**src/rtl/stc_pkg.sv**
```systemverilog
package stc_pkg;

  localparam int unsigned SAMPLE_W = 8;
  localparam int unsigned SCALE_W  = 16;
  localparam int unsigned PROD_W   = SCALE_W + SAMPLE_W;

  localparam logic [PROD_W-1:0]   ROUND_ADD = PROD_W'(8'h7f);
  localparam logic [SAMPLE_W-1:0] SAT_MAX   = 8'hfe;
  localparam logic [SAMPLE_W-1:0] END_MARK  = 8'hff;
  localparam logic [SAMPLE_W-1:0] LOW_FLOOR = 8'h01;

  localparam logic [SCALE_W-1:0]  SCALE_RESET = 16'h0100;
  localparam logic [SAMPLE_W-1:0] LEVEL_RESET = 8'h80;
  localparam logic [SAMPLE_W-1:0] HYST_RESET  = 8'h00;
  localparam int unsigned         LEN_RESET   = 800;
  localparam int unsigned         LEN_FIELD_W = 13;

  localparam int unsigned CFG_IDX_W  = 3;
  localparam int unsigned CFG_DATA_W = 16;

  typedef enum logic [1:0] {
    TRIG_FREE = 2'd0,
    TRIG_RISE = 2'd1,
    TRIG_FALL = 2'd2
  } trig_mode_t;

  typedef enum logic [CFG_IDX_W-1:0] {
    REG_SCALE = 3'd0,
    REG_MODE  = 3'd1,
    REG_LEVEL = 3'd2,
    REG_HYST  = 3'd3,
    REG_LEN   = 3'd4
  } reg_idx_t;

  typedef struct packed {
    logic [SCALE_W-1:0]  scale;
    logic [1:0]          mode;
    logic [SAMPLE_W-1:0] level;
    logic [SAMPLE_W-1:0] hyst;
  } cfg_t;

  typedef struct packed {
    logic [SAMPLE_W-1:0] data;
    logic                eot;
  } res_t;

endpackage

```
**src/rtl/stc_queue.sv**
```systemverilog
module stc_queue #(
  parameter int unsigned W     = 8,
  parameter int unsigned DEPTH = 4
) (
  input  logic         clk,
  input  logic         rst_n,
  input  logic         push,
  input  logic [W-1:0] wdata,
  output logic         full,
  input  logic         pop,
  output logic [W-1:0] rdata,
  output logic         empty
);

  // depth must be a power of two so the pointers wrap on their own; the block does not check it
  localparam int unsigned AW = (DEPTH > 1) ? $clog2(DEPTH) : 1;

  logic [W-1:0]  mem_r [DEPTH];
  logic [AW-1:0] wptr_r, wptr_nxt;
  logic [AW-1:0] rptr_r, rptr_nxt;
  logic [AW:0]   cnt_r, cnt_nxt;
  logic          do_push, do_pop;

  assign full    = (cnt_r == (AW+1)'(DEPTH));
  assign empty   = (cnt_r == '0);
  assign do_push = push && !full;
  assign do_pop  = pop && !empty;
  assign rdata   = mem_r[rptr_r];

  always_comb begin
    wptr_nxt = do_push ? wptr_r + 1'b1 : wptr_r;
    rptr_nxt = do_pop  ? rptr_r + 1'b1 : rptr_r;
    cnt_nxt  = cnt_r;
    if (do_push && !do_pop) begin
      cnt_nxt = cnt_r + 1'b1;
    end else if (do_pop && !do_push) begin
      cnt_nxt = cnt_r - 1'b1;
    end
  end

  always_ff @(posedge clk) begin
    if (!rst_n) begin
      wptr_r <= '0;
      rptr_r <= '0;
      cnt_r  <= '0;
    end else begin
      wptr_r <= wptr_nxt;
      rptr_r <= rptr_nxt;
      cnt_r  <= cnt_nxt;
    end
  end

  always_ff @(posedge clk) begin
    if (do_push) begin
      mem_r[wptr_r] <= wdata;
    end
  end

endmodule

```
**src/rtl/stc_front.sv**
```systemverilog
module stc_front (
  input  logic                          clk,
  input  logic                          rst_n,
  input  logic                          push,
  input  logic [stc_pkg::SAMPLE_W-1:0]  sample,
  input  logic [stc_pkg::SCALE_W-1:0]   scale,
  output logic                          full,
  output logic                          q_push,
  output logic [stc_pkg::SAMPLE_W-1:0]  q_data,
  input  logic                          q_full
);

  logic [stc_pkg::PROD_W-1:0]   prod;
  logic [stc_pkg::SCALE_W-1:0]  shifted;
  logic [stc_pkg::SAMPLE_W-1:0] scaled;
  logic                         vld_r, vld_nxt;
  logic [stc_pkg::SAMPLE_W-1:0] val_r;
  logic                         ready;

  // full-width product, round, then saturate
  always_comb begin
    prod    = stc_pkg::PROD_W'(scale) * stc_pkg::PROD_W'(sample) + stc_pkg::ROUND_ADD;
    shifted = prod[stc_pkg::PROD_W-1:8];
    if (shifted > stc_pkg::SCALE_W'(stc_pkg::SAT_MAX)) begin
      scaled = stc_pkg::SAT_MAX;
    end else begin
      scaled = shifted[stc_pkg::SAMPLE_W-1:0];
    end
  end

  assign q_push = vld_r && !q_full;
  assign ready  = !vld_r || !q_full;
  assign full   = !ready;
  assign q_data = val_r;

  always_comb begin
    vld_nxt = vld_r;
    if (ready) begin
      vld_nxt = push;
    end
  end

  always_ff @(posedge clk) begin
    if (!rst_n) begin
      vld_r <= 1'b0;
    end else begin
      vld_r <= vld_nxt;
    end
  end

  always_ff @(posedge clk) begin
    if (ready && push) begin
      val_r <= scaled;
    end
  end

endmodule

```
**src/rtl/stc_back.sv**
```systemverilog
module stc_back #(
  parameter int unsigned COUNT_BITS = 13
) (
  input  logic                          clk,
  input  logic                          rst_n,
  input  stc_pkg::cfg_t                 cfg,
  input  logic [COUNT_BITS-1:0]         trace_len,
  input  logic                          rearm,
  input  logic                          in_empty,
  input  logic [stc_pkg::SAMPLE_W-1:0]  in_data,
  output logic                          in_pop,
  input  logic                          out_full,
  output logic                          out_push,
  output stc_pkg::res_t                 out_data
);

  logic                         armed_r, armed_nxt;
  logic [COUNT_BITS-1:0]        count_r, count_nxt;
  logic                         cmp_r, cmp_nxt;
  logic                         prev_r, prev_nxt;
  logic [stc_pkg::SAMPLE_W:0]   hi_sum;
  logic [stc_pkg::SAMPLE_W-1:0] hi_th, lo_th;
  logic                         fire;
  logic [COUNT_BITS-1:0]        cnt_inc;

  // thresholds, 9-bit sum; the clamp compares level with 255 minus hysteresis
  always_comb begin
    hi_sum = {1'b0, cfg.level} + {1'b0, cfg.hyst};
    if ({1'b0, cfg.level} < ({1'b0, stc_pkg::END_MARK} - {1'b0, cfg.hyst})) begin
      hi_th = hi_sum[stc_pkg::SAMPLE_W-1:0];
    end else begin
      hi_th = stc_pkg::END_MARK;
    end
    if (cfg.level > cfg.hyst) begin
      lo_th = cfg.level - cfg.hyst;
    end else begin
      lo_th = stc_pkg::LOW_FLOOR;
    end
  end

  assign in_pop = !in_empty && !out_full;

  always_comb begin
    if (in_data < lo_th) begin
      cmp_nxt = 1'b0;
    end else if (in_data >= hi_th) begin
      cmp_nxt = 1'b1;
    end else begin
      cmp_nxt = cmp_r;
    end
  end

  always_comb begin
    unique case (cfg.mode)
      stc_pkg::TRIG_RISE: fire = !prev_r && cmp_nxt;
      stc_pkg::TRIG_FALL: fire = prev_r && !cmp_nxt;
      default:            fire = 1'b1;
    endcase
  end

  always_comb begin
    armed_nxt     = armed_r;
    count_nxt     = count_r;
    prev_nxt      = prev_r;
    out_push      = 1'b0;
    out_data.data = in_data;
    out_data.eot  = 1'b0;
    cnt_inc       = (armed_r ? '0 : count_r) + 1'b1;
    if (in_pop) begin
      if (armed_r && !fire) begin
        prev_nxt = cmp_nxt;
      end else begin
        out_push = 1'b1;
        if (cnt_inc >= trace_len) begin
          out_data.data = stc_pkg::END_MARK;
          out_data.eot  = 1'b1;
          prev_nxt      = cmp_nxt;
          armed_nxt     = 1'b1;
          count_nxt     = '0;
        end else begin
          armed_nxt = 1'b0;
          count_nxt = cnt_inc;
        end
      end
    end
    if (rearm) begin
      armed_nxt = 1'b1;
      count_nxt = '0;
    end
  end

  always_ff @(posedge clk) begin
    if (!rst_n) begin
      armed_r <= 1'b1;
      count_r <= '0;
      cmp_r   <= 1'b0;
      prev_r  <= 1'b0;
    end else begin
      armed_r <= armed_nxt;
      count_r <= count_nxt;
      prev_r  <= prev_nxt;
      if (in_pop) begin
        cmp_r <= cmp_nxt;
      end
    end
  end

`ifndef SYNTHESIS
  a_push_needs_item: assert property (@(posedge clk) disable iff (!rst_n)
    out_push |-> in_pop)
    else $error("result pushed without a queued item");

  a_marker_rearms: assert property (@(posedge clk) disable iff (!rst_n)
    (out_push && out_data.eot) |=> armed_r)
    else $error("end marker did not re-arm");

  a_armed_count_zero: assert property (@(posedge clk) disable iff (!rst_n)
    armed_r |-> (count_r == '0))
    else $error("count not clear while armed");

  a_marker_value: assert property (@(posedge clk) disable iff (!rst_n)
    (out_push && !out_data.eot) |-> (out_data.data != stc_pkg::END_MARK))
    else $error("scaled item collides with end marker");
`endif

endmodule

```
**src/rtl/scope_trigger_capture.sv**
```systemverilog
// channel   ports                                        handshake
// input     in_adc_sample                                push / full
// result    out_byte, out_eot                            empty / pop
// config    cfg_we, cfg_idx, cfg_data                    cfg_we, no wait
//
// one item per clock sustained while the result side keeps popping; an accepted
// sample loads the front register, then moves into the mid queue, and the back
// then writes the result queue, whereupon empty drops
// rst_n is synchronous: gain 1, free run, level 128, no hysteresis, length 800
// a stalled result side fills the result queue, then the mid queue, then the
// front register, and only then raises full
module scope_trigger_capture #(
  parameter int unsigned COUNT_BITS  = 13,
  parameter int unsigned QUEUE_DEPTH = 4
) (
  input  logic                            clk,
  input  logic                            rst_n,
  input  logic                            push,
  output logic                            full,
  input  logic [stc_pkg::SAMPLE_W-1:0]    in_adc_sample,
  output logic                            empty,
  input  logic                            pop,
  output logic [stc_pkg::SAMPLE_W-1:0]    out_byte,
  output logic                            out_eot,
  input  logic                            cfg_we,
  input  logic [stc_pkg::CFG_IDX_W-1:0]   cfg_idx,
  input  logic [stc_pkg::CFG_DATA_W-1:0]  cfg_data
);

  // configuration registers
  stc_pkg::cfg_t         cfg_r, cfg_nxt;
  logic [COUNT_BITS-1:0] len_r, len_nxt;
  logic                  rearm;

  // front to back queue
  logic                         mq_push, mq_full, mq_pop, mq_empty;
  logic [stc_pkg::SAMPLE_W-1:0] mq_wdata, mq_rdata;

  // back to result queue
  logic          rq_push, rq_full;
  stc_pkg::res_t rq_wdata, rq_rdata;

  // register decode; unknown indexes fall through untouched
  always_comb begin
    cfg_nxt = cfg_r;
    len_nxt = len_r;
    rearm   = 1'b0;
    if (cfg_we) begin
      unique case (cfg_idx)
        stc_pkg::REG_SCALE: cfg_nxt.scale = cfg_data;
        stc_pkg::REG_MODE:  cfg_nxt.mode  = cfg_data[1:0];
        stc_pkg::REG_LEVEL: cfg_nxt.level = cfg_data[stc_pkg::SAMPLE_W-1:0];
        stc_pkg::REG_HYST:  cfg_nxt.hyst  = cfg_data[stc_pkg::SAMPLE_W-1:0];
        stc_pkg::REG_LEN: begin
          // length field is 13 bits, then kept to the counter width
          len_nxt = COUNT_BITS'(cfg_data[stc_pkg::LEN_FIELD_W-1:0]);
          rearm   = 1'b1;
        end
        default: ;
      endcase
    end
  end

  always_ff @(posedge clk) begin
    if (!rst_n) begin
      cfg_r.scale <= stc_pkg::SCALE_RESET;
      cfg_r.mode  <= stc_pkg::TRIG_FREE;
      cfg_r.level <= stc_pkg::LEVEL_RESET;
      cfg_r.hyst  <= stc_pkg::HYST_RESET;
      len_r       <= COUNT_BITS'(stc_pkg::LEN_RESET);
    end else begin
      cfg_r <= cfg_nxt;
      len_r <= len_nxt;
    end
  end

  // front: accept and scale
  stc_front u_front (
    .clk    (clk),
    .rst_n  (rst_n),
    .push   (push),
    .sample (in_adc_sample),
    .scale  (cfg_r.scale),
    .full   (full),
    .q_push (mq_push),
    .q_data (mq_wdata),
    .q_full (mq_full)
  );

  // decouples scaling from trigger tracking
  stc_queue #(
    .W     (stc_pkg::SAMPLE_W),
    .DEPTH (QUEUE_DEPTH)
  ) u_mid_q (
    .clk   (clk),
    .rst_n (rst_n),
    .push  (mq_push),
    .wdata (mq_wdata),
    .full  (mq_full),
    .pop   (mq_pop),
    .rdata (mq_rdata),
    .empty (mq_empty)
  );

  // back: comparator, trigger and capture count
  stc_back #(
    .COUNT_BITS (COUNT_BITS)
  ) u_back (
    .clk       (clk),
    .rst_n     (rst_n),
    .cfg       (cfg_r),
    .trace_len (len_r),
    .rearm     (rearm),
    .in_empty  (mq_empty),
    .in_data   (mq_rdata),
    .in_pop    (mq_pop),
    .out_full  (rq_full),
    .out_push  (rq_push),
    .out_data  (rq_wdata)
  );

  // result queue, head drives the result ports
  stc_queue #(
    .W     ($bits(stc_pkg::res_t)),
    .DEPTH (QUEUE_DEPTH)
  ) u_res_q (
    .clk   (clk),
    .rst_n (rst_n),
    .push  (rq_push),
    .wdata (rq_wdata),
    .full  (rq_full),
    .pop   (pop),
    .rdata (rq_rdata),
    .empty (empty)
  );

  assign out_byte = rq_rdata.data;
  assign out_eot  = rq_rdata.eot;

endmodule
```
**config.mk**
```make
export PLATFORM = sky130hd
export DESIGN_NAME = scope_trigger_capture
export DESIGN_NICKNAME = d
export VERILOG_FILES = /design/src/rtl/stc_pkg.sv /design/src/rtl/stc_queue.sv /design/src/rtl/stc_front.sv /design/src/rtl/stc_back.sv /design/src/rtl/scope_trigger_capture.sv
export SDC_FILE = /design/constraint.sdc
export NUM_CORES = 1
export LEC_CHECK = 0
export BUFFER_PORTS_ARGS = -buffer_cell sky130_fd_sc_hd__buf_2
export CORE_MARGIN = 3
export CORE_UTILIZATION = 45
export CTS_BUF_LIST = sky130_fd_sc_hd__clkbuf_8
export CTS_CLUSTER_SIZE = 10
export DETAILED_ROUTE_END_ITERATION = 8
export PLACE_DENSITY = 0.68
export SYNTH_ARGS = -nofsm -noshare
export SYNTH_HDL_FRONTEND = slang
export SYNTH_SLANG_ARGS = --single-unit
```
**constraint.sdc**
```tcl
create_clock -name clk -period 9 [get_ports clk]
set_input_delay 1.8 -clock clk [delete_from_list [all_inputs] [get_ports clk]]
set_output_delay 1.8 -clock clk [all_outputs]
set_load 0.01 [all_outputs]
```
# Yosys cells after proc, flatten, opt, wreduce, memory -nomap -nowiden

Memory sizes are Yosys's and may differ from the RTL's. A register that Yosys moved wholly into a read port is not among the register bits.
Index checks and enable logic that the tools add are counted.

Multipliers: 1
Magnitude comparators: 6
Reductions and logical operators: 42
Bitwise operators: 2
Equality and inequality tests: 8
Add/sub/neg operators: 13
Multiplexer cells: 29

Operator list:

| operator                                            | number |
|---|---|
| two-way mux 9 bit                                   | 3 |
| two-way mux 13 bit                                  | 2 |
| adder 24 x 7 -> 24 bit, second input constant       | 1 |
| multiplier 16 x 8 -> 24 bit                         | 1 |
| > comparator 16 x 8 -> 1 bit, second input constant | 1 |
| two-way mux 8 bit                                   | 2 |
| logical AND 1 bit                                   | 14 |
| AND reduction 2 bit                                 | 7 |
| adder 13 x 1 -> 13 bit, second input constant       | 1 |
| >= comparator 13 bit                                | 1 |
| zero test 1 bit                                     | 13 |
| two-way mux 1 bit                                   | 13 |
| two-way mux 3 bit                                   | 4 |
| equality test 3 bit, second input constant          | 3 |
| zero test 3 bit                                     | 3 |
| < comparator 8 x 9 -> 1 bit                         | 1 |
| subtractor 8 x 8 -> 9 bit, first input constant     | 1 |
| adder 2 x 1 -> 2 bit, second input constant         | 4 |
| adder 8 bit                                         | 1 |
| >= comparator 8 bit                                 | 1 |
| > comparator 8 bit                                  | 1 |
| < comparator 8 bit                                  | 1 |
| two-way mux 2 bit                                   | 4 |
| subtractor 8 bit                                    | 1 |
| other kinds (11)                                    | 17 |

Memories: 2
Output and inout bits: 11
Logic and storage cells: 120
Bits in writable memories: 68
Bits in registers: 86

Memories:

| name          | depth | width | rd ports | clocked after memory_dff | write ports | RTL line        | text |
|---|---|---|---|---|---|---|---|
| u_res_q.mem_r | 4     | 9     | 1        | 1                        | 1           | stc_queue.sv:18 | `logic [W-1:0] mem_r [DEPTH];` |
| u_mid_q.mem_r | 4     | 8     | 1        | 1                        | 1           | stc_queue.sv:18 |  |

# Logic depth before layout (Yosys ltp)

Gate-level depths: netlist (run 1).

Depth after elaboration: 18
Depth in mapped cells: 26
Gate-level depth less buffers: 25

# Modules after synthesis

Synthesis (run 1) repeated with hierarchy kept, for this count alone.

Cell total of the unflattened synthesis: 1,269
Area total of the unflattened synthesis: 12,793.5 µm²

By module, submodules not included:

| module                | cells an instance | times used | sequential area each (µm²) | area an instance (µm²) |
|---|---|---|---|---|
| stc_front             | 567               | 1          | 260.2                      | 4,996.0 |
| stc_back              | 338               | 1          | 320.3                      | 2,565.0 |
| scope_trigger_capture | 179               | 1          | 940.9                      | 1,811.7 |
| stc_queue at u_res_q  | 95                | 1          | 1,261.2                    | 1,781.7 |
| stc_queue at u_mid_q  | 90                | 1          | 1,141.1                    | 1,639.1 |

# Worst setup path before layout (run 1)

OpenSTA, ideal clock, no wires.

Path kind: input port to flip-flop
From: input in_adc_sample[2] (netlist name)
To: register u_front.val_r (netlist bit u_front.q_data[0]), data pin
Setup slack: 2.253 ns
Path buffers: 1
Data required time: 8.868 ns
Arrival time: 6.615 ns
Stages on the path: 18
Cell sequence: clkbuf_1 nand2_1 fa_1 inv_1 fa_1 inv_1 fa_1 inv_1 fa_1 ha_1 inv_2 or4_4 a211o_1 o21ai_0 mux2i_1 o211ai_1 nor4_4 o311a_1

Word-level cells in the longest chain between the ends: 3

Ends and longest elaborated chain:

| item                            | RTL line                    | text |
|---|---|---|
| from (decl)                     | scope_trigger_capture.sv:20 | `input logic [stc_pkg::SAMPLE_W-1:0] in_adc_sample,` |
| multiplier 16 x 8 -> 24 bit (*) | stc_front.sv:22             | `prod = stc_pkg::PROD_W'(scale) * stc_pkg::PROD_W'(sample) + stc_pkg::ROUND_ADD;` |
| adder 24 x 7 -> 24 bit (*)      | stc_front.sv:22             |  |
| > comparator 16 x 8 -> 1 bit    | stc_front.sv:24             | `if (shifted > stc_pkg::SCALE_W'(stc_pkg::SAT_MAX)) begin` |
| to (signal assigned)            | stc_front.sv:53             | `val_r <= scaled;` |
| to (decl)                       | stc_front.sv:17             | `logic [stc_pkg::SAMPLE_W-1:0] val_r;` |

Mark *: on every way between the ends. The rest lies on a longest branch, timed or not.
A chain may end at the register's enable or synchronous reset.

# Worst setup path after layout (run 1)

Ends and elaborated chain as after synthesis.

==> impl_metrics.tcl, run 1 <==
set metrics [dict create \
    wl_per_cell_um 15.5 \
    switchingPower_w 0.000768 \
    min_to "len_r[1]" \
    slew_headroom 0.261 \
    clock.fmax_ghz 0.150 \
    synth.area.top_cells "edfxtp_1, fa_1, dfxtp_1, ha_1, nand2_1" \
    r2r_start "cfg_r[4]" \
    hold_depth 2 \
    vias 8792 \
    setup_violations 0 \
    syn_nets 1514 \
    path_common_cell "fa_1" \
    route.detailed.drc 0 \
    layout-drive-gt1-share 0.0782 \
    skew_ns 0.0210 \
    crit_required_ns 9.30 \
    hold_buffers 0 \
    fin_crit_ns 6.68 \
    power.density_mw_per_mm2 166 \
    whs_ns 0.461 \
    worst_slew_pin_slew_ns 1.11 \
    die_w_um 170 \
    synth.avg_cell_area_um2 9.46 \
    area_delta_synth_final_pct 6.61 \
    synth_top_cell_area_share 0.188 \
    fin_nets 1522 \
    drt-initial-drc-count 540 \
    ctsResizeCount 0 \
    clock_latency_ns 0.45 \
    grt_pass1_wl_um 42500 \
    antenna_cells 0 \
    critical_path_peak_fanout 16 \
    grt.total_usage 0.180 \
    total_power_w 0.00215 \
    hold_viol 0 \
    die_y_um 170 \
    root_buffer "clkbuf_8" \
    hp-class "register to register" \
    syn_inst 1283 \
    worstPathCellList "buf_2 -> nand2_1 -> fa_1 -> inv_1 -> fa_1 -> inv_1 -> fa_1 -> inv_1 -> fa_1 -> ha_1 -> inv_2 -> or4_4 -> a211o_1 -> o21ai_0 -> mux2i_1 -> o211ai_1 -> nor4_4 -> o311a_1" \
    coreArea_mm2 0.0263 \
    p_sw_frac 0.357 \
    drt_pass1_iterations 5 \
    cts.sinks 158 \
    grt_pass1_vias 8570 \
    critical_path.top_delay_family "adder cells" \
    port_buffers 42 \
    io_pins 43 \
    maxCapViolations 0 \
    grt-ovfl-total 0 \
    synth_ff_type "dfxtp_1" \
    row_count 59 \
    dpl.hpwl_um 19900 \
    power_frac_seq 0.452 \
    ys_seq_elements 158 \
    clockBufferDepth 2 \
    rsz0062_at_grt "no" \
    fin_tns_setup_ns 0 \
    cts_tree "built" \
    netlist.top_cell.by_area "edfxtp_1" \
    reg2reg_depth 20 \
    timing.rr.end "u_res_q.cnt_r[2]" \
    cts_max_level 4 \
    fin_crit_sh 0.742 \
    slowest_delay_ns 0.54 \
    ys_seq_area_frac 0.323 \
    crit_cells 18 \
    post_cts_buffers 0 \
    leakage_nw 5.50 \
    clkTransAtPathRegs_ns 0.09 \
    grt_max_degree 35 \
    ys_types 67 \
    worst_setup_path_end_kind "register" \
    vias_per_cell 5.36 \
    worst_ep_arrival_time_ns 6.98 \
    combPwrFrac 0.314 \
    peakVddDrop_uv 94.2 \
    critPathKind "input port to register" \
    slew_violations 0 \
    crit_slowest_cell "fa_1" \
    hold_path_startpoint "len_r[1]" \
    postLayoutSetupSlackWorst_ns 2.32 \
    yosysWarnings 0 \
    cts_made_buffers 17 \
    initial_utilization 0.462 \
    ant_nets 0 \
    synth_area_mm2 0.0121 \
    p_int_w 0.00138 \
    ff2ff_setup_slack_ns 3.26 \
    gp_congestion 0.858 \
    antenna_found_initial 0 \
    clockPowerShare 0.233 \
    synth_edf_count 76 \
    dp_slack_ns 1.87 \
    status "finished, final reports clean" \
    postRouteWirelength_um 25400 \
    startpoint_type "input port" \
    die-area_mm2 0.0290 \
    critPathBufInv 5 \
    ys_async_sr_fraction 0 \
]
==> cells in the final DEF, fill, tap and decap left out, types with 42 or more instances in the layout <==
| cell type | instances |
|---|---|
| nand2_1 | 201 |
| inv_1 | 154 |
| ha_1 | 106 |
| fa_1 | 93 |
| a21oi_1 | 90 |
| dfxtp_1 | 82 |
| and2_1 | 76 |
| edfxtp_1 | 76 |
| nor2_1 | 56 |
| buf_2 | 42 |
==> sequential cells by signal, indices dropped and copies added (netlist names), 3 cells and up, named ones only <==
name and cells:
u_mid_q.mem_r 32, u_res_q.cnt_r 3, u_back.count_r 13, cfg_r 34
u_mid_q.cnt_r 3, u_res_q.mem_r 36, len_r 13, u_front.q_data 8
==> per-stage QoR <==
stage / utilization / instance area (um^2) / cells
2_1_floorplan: - / 12100 / 1283
3_3_place_gp: 0.478 / 12600 / 1607
3_5_place_dp: 0.478 / 12600 / 1607
4_1_cts: 0.492 / 12900 / 1639
5_1_grt: 0.492 / 12900 / 1639
6_report: 0.492 / 12900 / 1639
==> worst reg2reg max path: cells and delay by family, from the launching register on <==
kind                       cells  cell delay (ns)
xor gates and xnor gates       1             0.15
DFF                            1             0.38
AOI/OAI and AO/OA              8             2.05
and+or+nand+nor                4             1.06
adders and majority gates      4             1.38
muxes                          1             0.52
buffers and inverters          2             0.12
==> power by group through the flow <==
stage,registers (W),clock network (W),logic [W]
3_3_place_gp,0.000986,0,0.000668
2_1_floorplan,0.000940,0,0.000539
6_report,0.000973,0.000503,0.000677
4_1_cts,0.000976,0.000513,0.000685
3_5_place_dp,0.000992,0,0.000682
5_1_grt,0.000990,0.000542,0.000765
==> how the worst max path moves through the flow <==
stage | start | endpoint | slack [ns]
final | in_adc_sample[2] | u_front.q_data[0] | 2.32
after CTS | in_adc_sample[2] | u_front.q_data[0] | 2.35
after global routing | in_adc_sample[2] | u_front.q_data[1] | 2.02
after global placement | in_adc_sample[2] | u_front.q_data[0] | 1.95
after floorplan | in_adc_sample[2] | u_front.q_data[0] | 2.25
after detailed placement | in_adc_sample[2] | u_front.q_data[7] | 1.87
==> logic make-up after synthesis <==
group           count (synthesis)  share of synthesized area
flops                         158                      0.323
fa+ha+maj                     199                      0.263
buf+inv                       210                     0.0663
xor+xnor                       39                     0.0281
compound gates                195                      0.101
simple gates                  459                      0.182
mux                            23                     0.0366
==> layout make-up <==
class | count | area [um^2]
Fill cell | 2459 | 13300
Clock buffer | 17 | 234
Tap cell | 335 | 419
Multi-Input combinational cell | 915 | 7410
Clock inverter | 15 | 146
Timing Repair Buffer | 44 | 225
Sequential cell | 158 | 3920
Inverter | 155 | 582
==> cells in the mapped netlist, types with 3 or more instances <==
cell / n
buf_2: 4
o21ai_0: 25
o31ai_1: 5
nor3_1: 20
ha_1: 106
nand4_1: 13
o211ai_1: 8
a211o_1: 5
fa_1: 93
a31oi_1: 4
dfxtp_1: 82
nor3b_1: 3
nand2_1: 201
nor2b_1: 10
a22o_1: 7
clkbuf_1: 46
o311ai_0: 3
a221oi_1: 3
or3_1: 6
xor2_1: 20
and2_1: 76
a21oi_1: 90
inv_1: 153
o21bai_1: 4
xnor2_1: 19
a211oi_1: 7
mux2i_1: 5
nand3_1: 28
mux4_2: 17
nand3b_1: 6
nor2_1: 56
a21o_1: 12
nand2b_1: 15
and3_1: 15
edfxtp_1: 76
buf_1: 3
==> layer usage <==
| metal | share of wire | global-route usage | vias up |
|---|---|---|---|
| met1 | 0.44 | 0.233 | 4290 |
| met4 | 0.011 | 0.0413 | 0 |
| li1 | - | - | 4319 |
| met5 | 0 | 0 | - |
| met2 | 0.52 | 0.321 | 164 |
| met3 | 0.031 | 0.0223 | 19 |
Note: power is estimated with default switching activity, not from simulation.
==> run 2: changes to the inputs <==
Settings changed: PLACE_DENSITY 0.68 to 0.7.
Clock period 9 ns to 5.8 ns, I/O delays scaled along.
==> run 2 against run 1 <==
Critical path depth up 2. Clock power up 62%. Cell count increased by 4.8%. Via count increased by 4.3%. Cell area up 5.7%. First-iteration DRC count fell by 19%. Clock-buffer cell count is the same. Worst setup slack worse by 2.2 ns. Utilization up 2.8 points. Non-clock buffer count up 78.
==> impl_metrics.tcl, run 2 (synthesis gave the netlist of run 1 again) <==
set metrics [dict create \
    grt_pass1_vias 9100 \
    drt-initial-drc-count 436 \
    die_w_um 170 \
    die-area_mm2 0.0290 \
    maxCapViolations 0 \
    cts.sinks 158 \
    wl_met3_um 1040 \
    grt.total_usage 0.187 \
    status "finished, final reports clean" \
    peakVddDrop_uv 149 \
    leakage_nw 5.93 \
    postRouteWirelength_um 26500 \
    cts_tree "built" \
    clkTransAtPathRegs_ns 0.10 \
    worst_slew_pin_slew_ns 0.934 \
    vias_per_cell 5.34 \
    ant_nets 0 \
    fin_nets 1600 \
    critPathKind "input port to register" \
    fin_tns_setup_ns 0 \
    n_fill_cell 2419 \
    top_register "u_res_q.mem_r" \
    cts_made_buffers 17 \
    wl_met2_um 13400 \
    gp_congestion 0.862 \
    clockBufferDepth 2 \
    wl_per_cell_um 15.4 \
    drt-met1-wl_um 11600 \
    die_y_um 170 \
    drt_pass1_iterations 6 \
    hp-class "register to register" \
    clock_latency_ns 0.46 \
    clock.fmax_ghz 0.176 \
    io_pins 43 \
    startpoint_type "input port" \
    initial_utilization 0.462 \
    dpl.hpwl_um 20800 \
    route.detailed.drc 0 \
    grt_pass1_wl_um 44100 \
    worst_ep_arrival_time_ns 5.89 \
    row_count 59 \
    crit_required_ns 6.02 \
    area_delta_synth_final_pct 12.7 \
    cts_max_level 4 \
    grt_max_degree 35 \
    largest_registers "u_res_q.mem_r (36), cfg_r (34), u_mid_q.mem_r (32)" \
    fin_crit_sh 0.979 \
    vias 9169 \
    place_area_mm2 0.0132 \
    final_common_cell "nand2_1" \
    worst_setup_path_end_kind "register" \
    slew_violations 0 \
    coreArea_mm2 0.0263 \
    critical_path_peak_fanout 13 \
    port_buffers 42 \
    setup_violations 0 \
    root_buffer "clkbuf_8" \
    slew_headroom 0.376 \
    fin_crit_ns 5.68 \
    antenna_found_initial 0 \
    final_cell_area_mm2 0.0137 \
    routed.top_layer "met4" \
    layout-drive-gt1-share 0.143 \
    antenna_cells 0 \
    layout_common_cells "nand2_1, inv_1, ha_1" \
    power.density_mw_per_mm2 254 \
    skew_ns 0.0178 \
    largest_register_ffs 36 \
    grt-ovfl-total 0 \
    hold_viol 0 \
]
run 2: cell types whose count changed in the layout (fill, tap and decap cells not counted), moves of 3 or more:
cell      delta
buf_4       +76
buf_2        -6
clkbuf_4     +5
o21ai_0      -4
clkinv_8     +3
o21ai_1      +3
run 2: metal layers:
metal	up-vias	GRT usage
met1	4470	0.241
met2	193	0.330
met4	0	0.0483
li1	4467	-
met3	39	0.0281
met5	-	0
run 2: worst paths after layout:
path	cells after the start	start	slack [ns]	end
max	20	in_adc_sample[5]	0.12	u_front.q_data[5]
min	2	len_r[2]	0.46	len_r[2]
max reg2reg	24	cfg_r[2]	0.36	u_res_q.cnt_r[2]
min reg2reg	2	len_r[2]	0.46	len_r[2]
run 2: final cells by class:
cell class,count,area [um^2],area share
Clock buffer,17,234,0.0171
Clock inverter,15,168,0.0123
Inverter,155,582,0.0425
Multi-Input combinational cell,915,7510,0.549
Sequential cell,158,3920,0.287
Tap cell,335,419,0.0306
Timing Repair Buffer,122,846,0.0618
run 2: timing repair:
action | 4_1_cts | 5_1_grt
hold buffers | 0 | 0
gates resized for setup | 0 | 24
setup buffers | 0 | 1
setup endpoints to repair | 0 | 9
run 2: stage by stage:
stage	cells	hold slack, ns	setup slack, ns	total power (W)	utilization
4_1_cts	1716	0.462	0.105	0.00349	0.517
5_1_grt	1717	0.480	-0.0534	0.00369	0.521
3_3_place_gp	1684	0.444	-0.295	0.00263	0.502
3_5_place_dp	1684	0.448	-0.397	0.00267	0.502
2_1_floorplan	1283	0.436	-0.00670	0.00230	-
6_report	1717	0.461	0.122	0.00347	0.521
run 2: power breakdown:
group	switching (W)	internal (W)	leakage [nW]
sequential	0.000131	0.00138	1.36
clock	0.000489	0.000327	0.204
combinational	0.000629	0.000514	4.37
run 2: worst max-delay path, stage by stage:
cell and delay (ns):
clkbuf_4 0.19, buf_4 0.16, and2_1 0.16, fa_1 0.46, fa_1 0.50, fa_1 0.49, inv_1 0.05, fa_1 0.53
inv_1 0.04, ha_1 0.32, o211a_1 0.21, a211oi_1 0.37, a211o_4 0.19, buf_4 0.12, o211a_1 0.13, or3_1 0.10
o211ai_1 0.13, nor4_4 0.33, buf_4 0.20, nand2_1 0.06
==> run 3: changes to the inputs <==
Settings changed: ABC_AREA set to 1.
==> run 3 against run 2 <==
First-iteration DRC count grew 34%. Worst setup slack better by 0.28 ns. Utilization is 2.0 points lower. Cell count rose by 13%. Routed wire length rose by 0.60%. Critical endpoint is now u_front.q_data[7].
==> impl_metrics.tcl, run 3 <==
set metrics [dict create \
    setup_violations 0 \
    routed.top_layer "met4" \
    initial_utilization 0.459 \
    grt_pass1_vias 9483 \
    startpoint_type "input port" \
    clock_latency_ns 0.47 \
    netlist.top_cell.by_area "edfxtp_1" \
    final_common_cell "inv_1" \
    synth_top_cell_area_share 0.184 \
    synth_edf_count 76 \
    status "finished, final reports clean" \
    grt.total_usage 0.188 \
    syn_nets 1771 \
    die_w_um 172 \
    yosys-top-cells-count "inv_1, nand2_1, nor2_1, o21ai_0, ha_1" \
    cts_max_level 4 \
    dpl.hpwl_um 20900 \
    multi_input_area_mm2 0.00705 \
    synth_ff_type "dfxtp_1" \
    drt-initial-drc-count 586 \
    slew_violations 0 \
    ys_types 48 \
    port_buffers 42 \
    antenna_found_initial 0 \
    hold_buffers 0 \
    leakage_nw 6.63 \
    vias 9678 \
    ant_nets 0 \
    grt-ovfl-total 0 \
    grt_max_degree 65 \
    hold_path_startpoint "u_back.count_r[12]" \
    clkTransAtPathRegs_ns 0.08 \
    critPathKind "input port to register" \
    n_fill_cell 2554 \
    fin_nets 1815 \
    die_y_um 172 \
    hp-class "register to register" \
    layout_common_cells "inv_1, nand2_1, nor2_1" \
    ys_seq_elements 158 \
    clockBufferDepth 2 \
    maxCapViolations 0 \
    place_area_mm2 0.0131 \
    root_buffer "clkbuf_8" \
    top_register "u_res_q.mem_r" \
    area_delta_synth_final_pct 9.03 \
    wl_met2_um 13300 \
    wl_per_cell_um 13.8 \
    die-area_mm2 0.0296 \
    cts_made_buffers 17 \
    ys_async_sr_fraction 0 \
    cts.sinks 158 \
    largest_registers "u_res_q.mem_r (36), cfg_r (34), u_mid_q.mem_r (32)" \
    min_to "u_back.count_r[12]" \
    synth_most_common_cell "inv_1" \
    total_power_w 0.00389 \
    postRouteWirelength_um 26700 \
    gp_congestion 0.866 \
    row_count 60 \
    fin_util 0.501 \
    route.detailed.drc 0 \
    dp_slack_ns -0.0928 \
    yosysWarnings 0 \
    drt_pass1_iterations 4 \
    rsz0062_at_grt "no" \
    coreArea_mm2 0.0270 \
    postLayoutSetupSlackWorst_ns 0.399 \
    synth.avg_cell_area_um2 8.06 \
    antenna_cells 0 \
    layout-drive-gt1-share 0.0865 \
    hold_viol 0 \
    final_cell_area_mm2 0.0135 \
    critical_path_peak_fanout 14 \
    cts_tree "built" \
    fin_crit_ns 5.40 \
    io_pins 43 \
    timing.rr.end "u_front.q_data[7]" \
    peakVddDrop_uv 143 \
    synth_area_mm2 0.0124 \
    regArea_mm2 0.00392 \
    vias_per_cell 5.00 \
    wl_met3_um 1030 \
    skew_ns 0.0121 \
    worst_slew_pin_slew_ns 0.960 \
    ys_seq_area_frac 0.316 \
    slew_headroom 0.360 \
    worst_setup_path_end_kind "register" \
    worst_ep_arrival_time_ns 5.62 \
    crit_required_ns 6.02 \
    power.density_mw_per_mm2 288 \
    largest_register_ffs 36 \
    ff2ff_setup_slack_ns 0.75 \
    drt-met1-wl_um 11900 \
    synth.area.top_cells "edfxtp_1, fa_1, dfxtp_1, ha_1, inv_1" \
    fin_crit_sh 0.931 \
    clock.fmax_ghz 0.185 \
    hold_depth 2 \
    grt_pass1_wl_um 45100 \
    r2r_start "cfg_r[29]" \
    syn_inst 1540 \
    reg2reg_depth 20 \
]
[run 3: cell count changes after synthesis, sizes merged, moves of 17 or more]
cell	delta
and2	-74
nand2	+70
o21ai	+88
nor2	+108
mux4	-17
inv	+154
[run 3: worst max-delay path, stage by stage]
cell     delay (ns)
buf_2          0.32
nand2_1        0.09
inv_1          0.09
fa_1           0.45
fa_1           0.50
fa_1           0.56
inv_1          0.06
fa_1           0.53
inv_1          0.04
ha_1           0.31
a21oi_1        0.22
o21ai_0        0.12
a21oi_1        0.18
o21ai_2        0.12
nand2_1        0.10
nand2_1        0.05
nand2_1        0.07
nand4_1        0.10
nor2_1         0.18
nand3_1        0.13
nand2_2        0.15
nand2_1        0.07
[run 3: kinds of logic after synthesis]
group	Yosys count	share of synthesized area
flip-flops	158	0.316
AND/OR/NAND/NOR	531	0.183
adder cells (fa/ha/maj)	199	0.257
buffers and inverters	372	0.116
AO/OA/AOI/OAI	256	0.112
XOR/XNOR	24	0.0169
[run 3: layout make-up]
type                       count  share of cell area
multi-input combinational   1010               0.521
inverter                     310              0.0861
clock buffer                  17              0.0173
clock inverter                14              0.0124
timing repair buffer          87              0.0416
sequential                   158               0.290
tap                          341              0.0315
[run 3: per-stage QoR]
step / TNS (ns) / hold WS [ns] / cells
after global placement: -0.0399 / 0.448 / 1906
after global routing: 0 / 0.481 / 1937
after CTS: 0 / 0.466 / 1937
final: 0 / 0.465 / 1937
after detailed placement: -0.581 / 0.453 / 1906
after floorplan: 0 / 0.435 / 1540
[run 3: how the worst max path moves through the flow]
stage,start,to,slack [ns],depth (start not counted)
floorplan,in_adc_sample[4],u_front.q_data[1],0.02,23
global placement,in_adc_sample[2],u_front.q_data[1],-0.01,24
detailed placement,in_adc_sample[3],u_front.q_data[7],-0.09,21
CTS,in_adc_sample[3],u_front.q_data[7],0.41,22
global route,in_adc_sample[7],u_front.q_data[4],0.009,24
finish,in_adc_sample[3],u_front.q_data[7],0.40,22
[run 3: layer usage]
layer	vias to the layer above	track usage
met3	31	0.0286
met5	-	0
met2	179	0.327
li1	4920	-
met1	4548	0.247
met4	0	0.0510
[run 3: where the power goes]
part	total (W)	switching (W)	internal (W)
logic	0.00151	0.000960	0.000545
clock network	0.000837	0.000414	0.000424
registers	0.00155	0.000130	0.00142
total	0.00389	0.00150	0.00239
[run 3: repair_timing]
| item | CTS | global route |
|---|---|---|
| setup buffers | 0 | 0 |
| endpoints found under the setup margin | 0 | 7 |
| gates resized for setup | 0 | 1 |
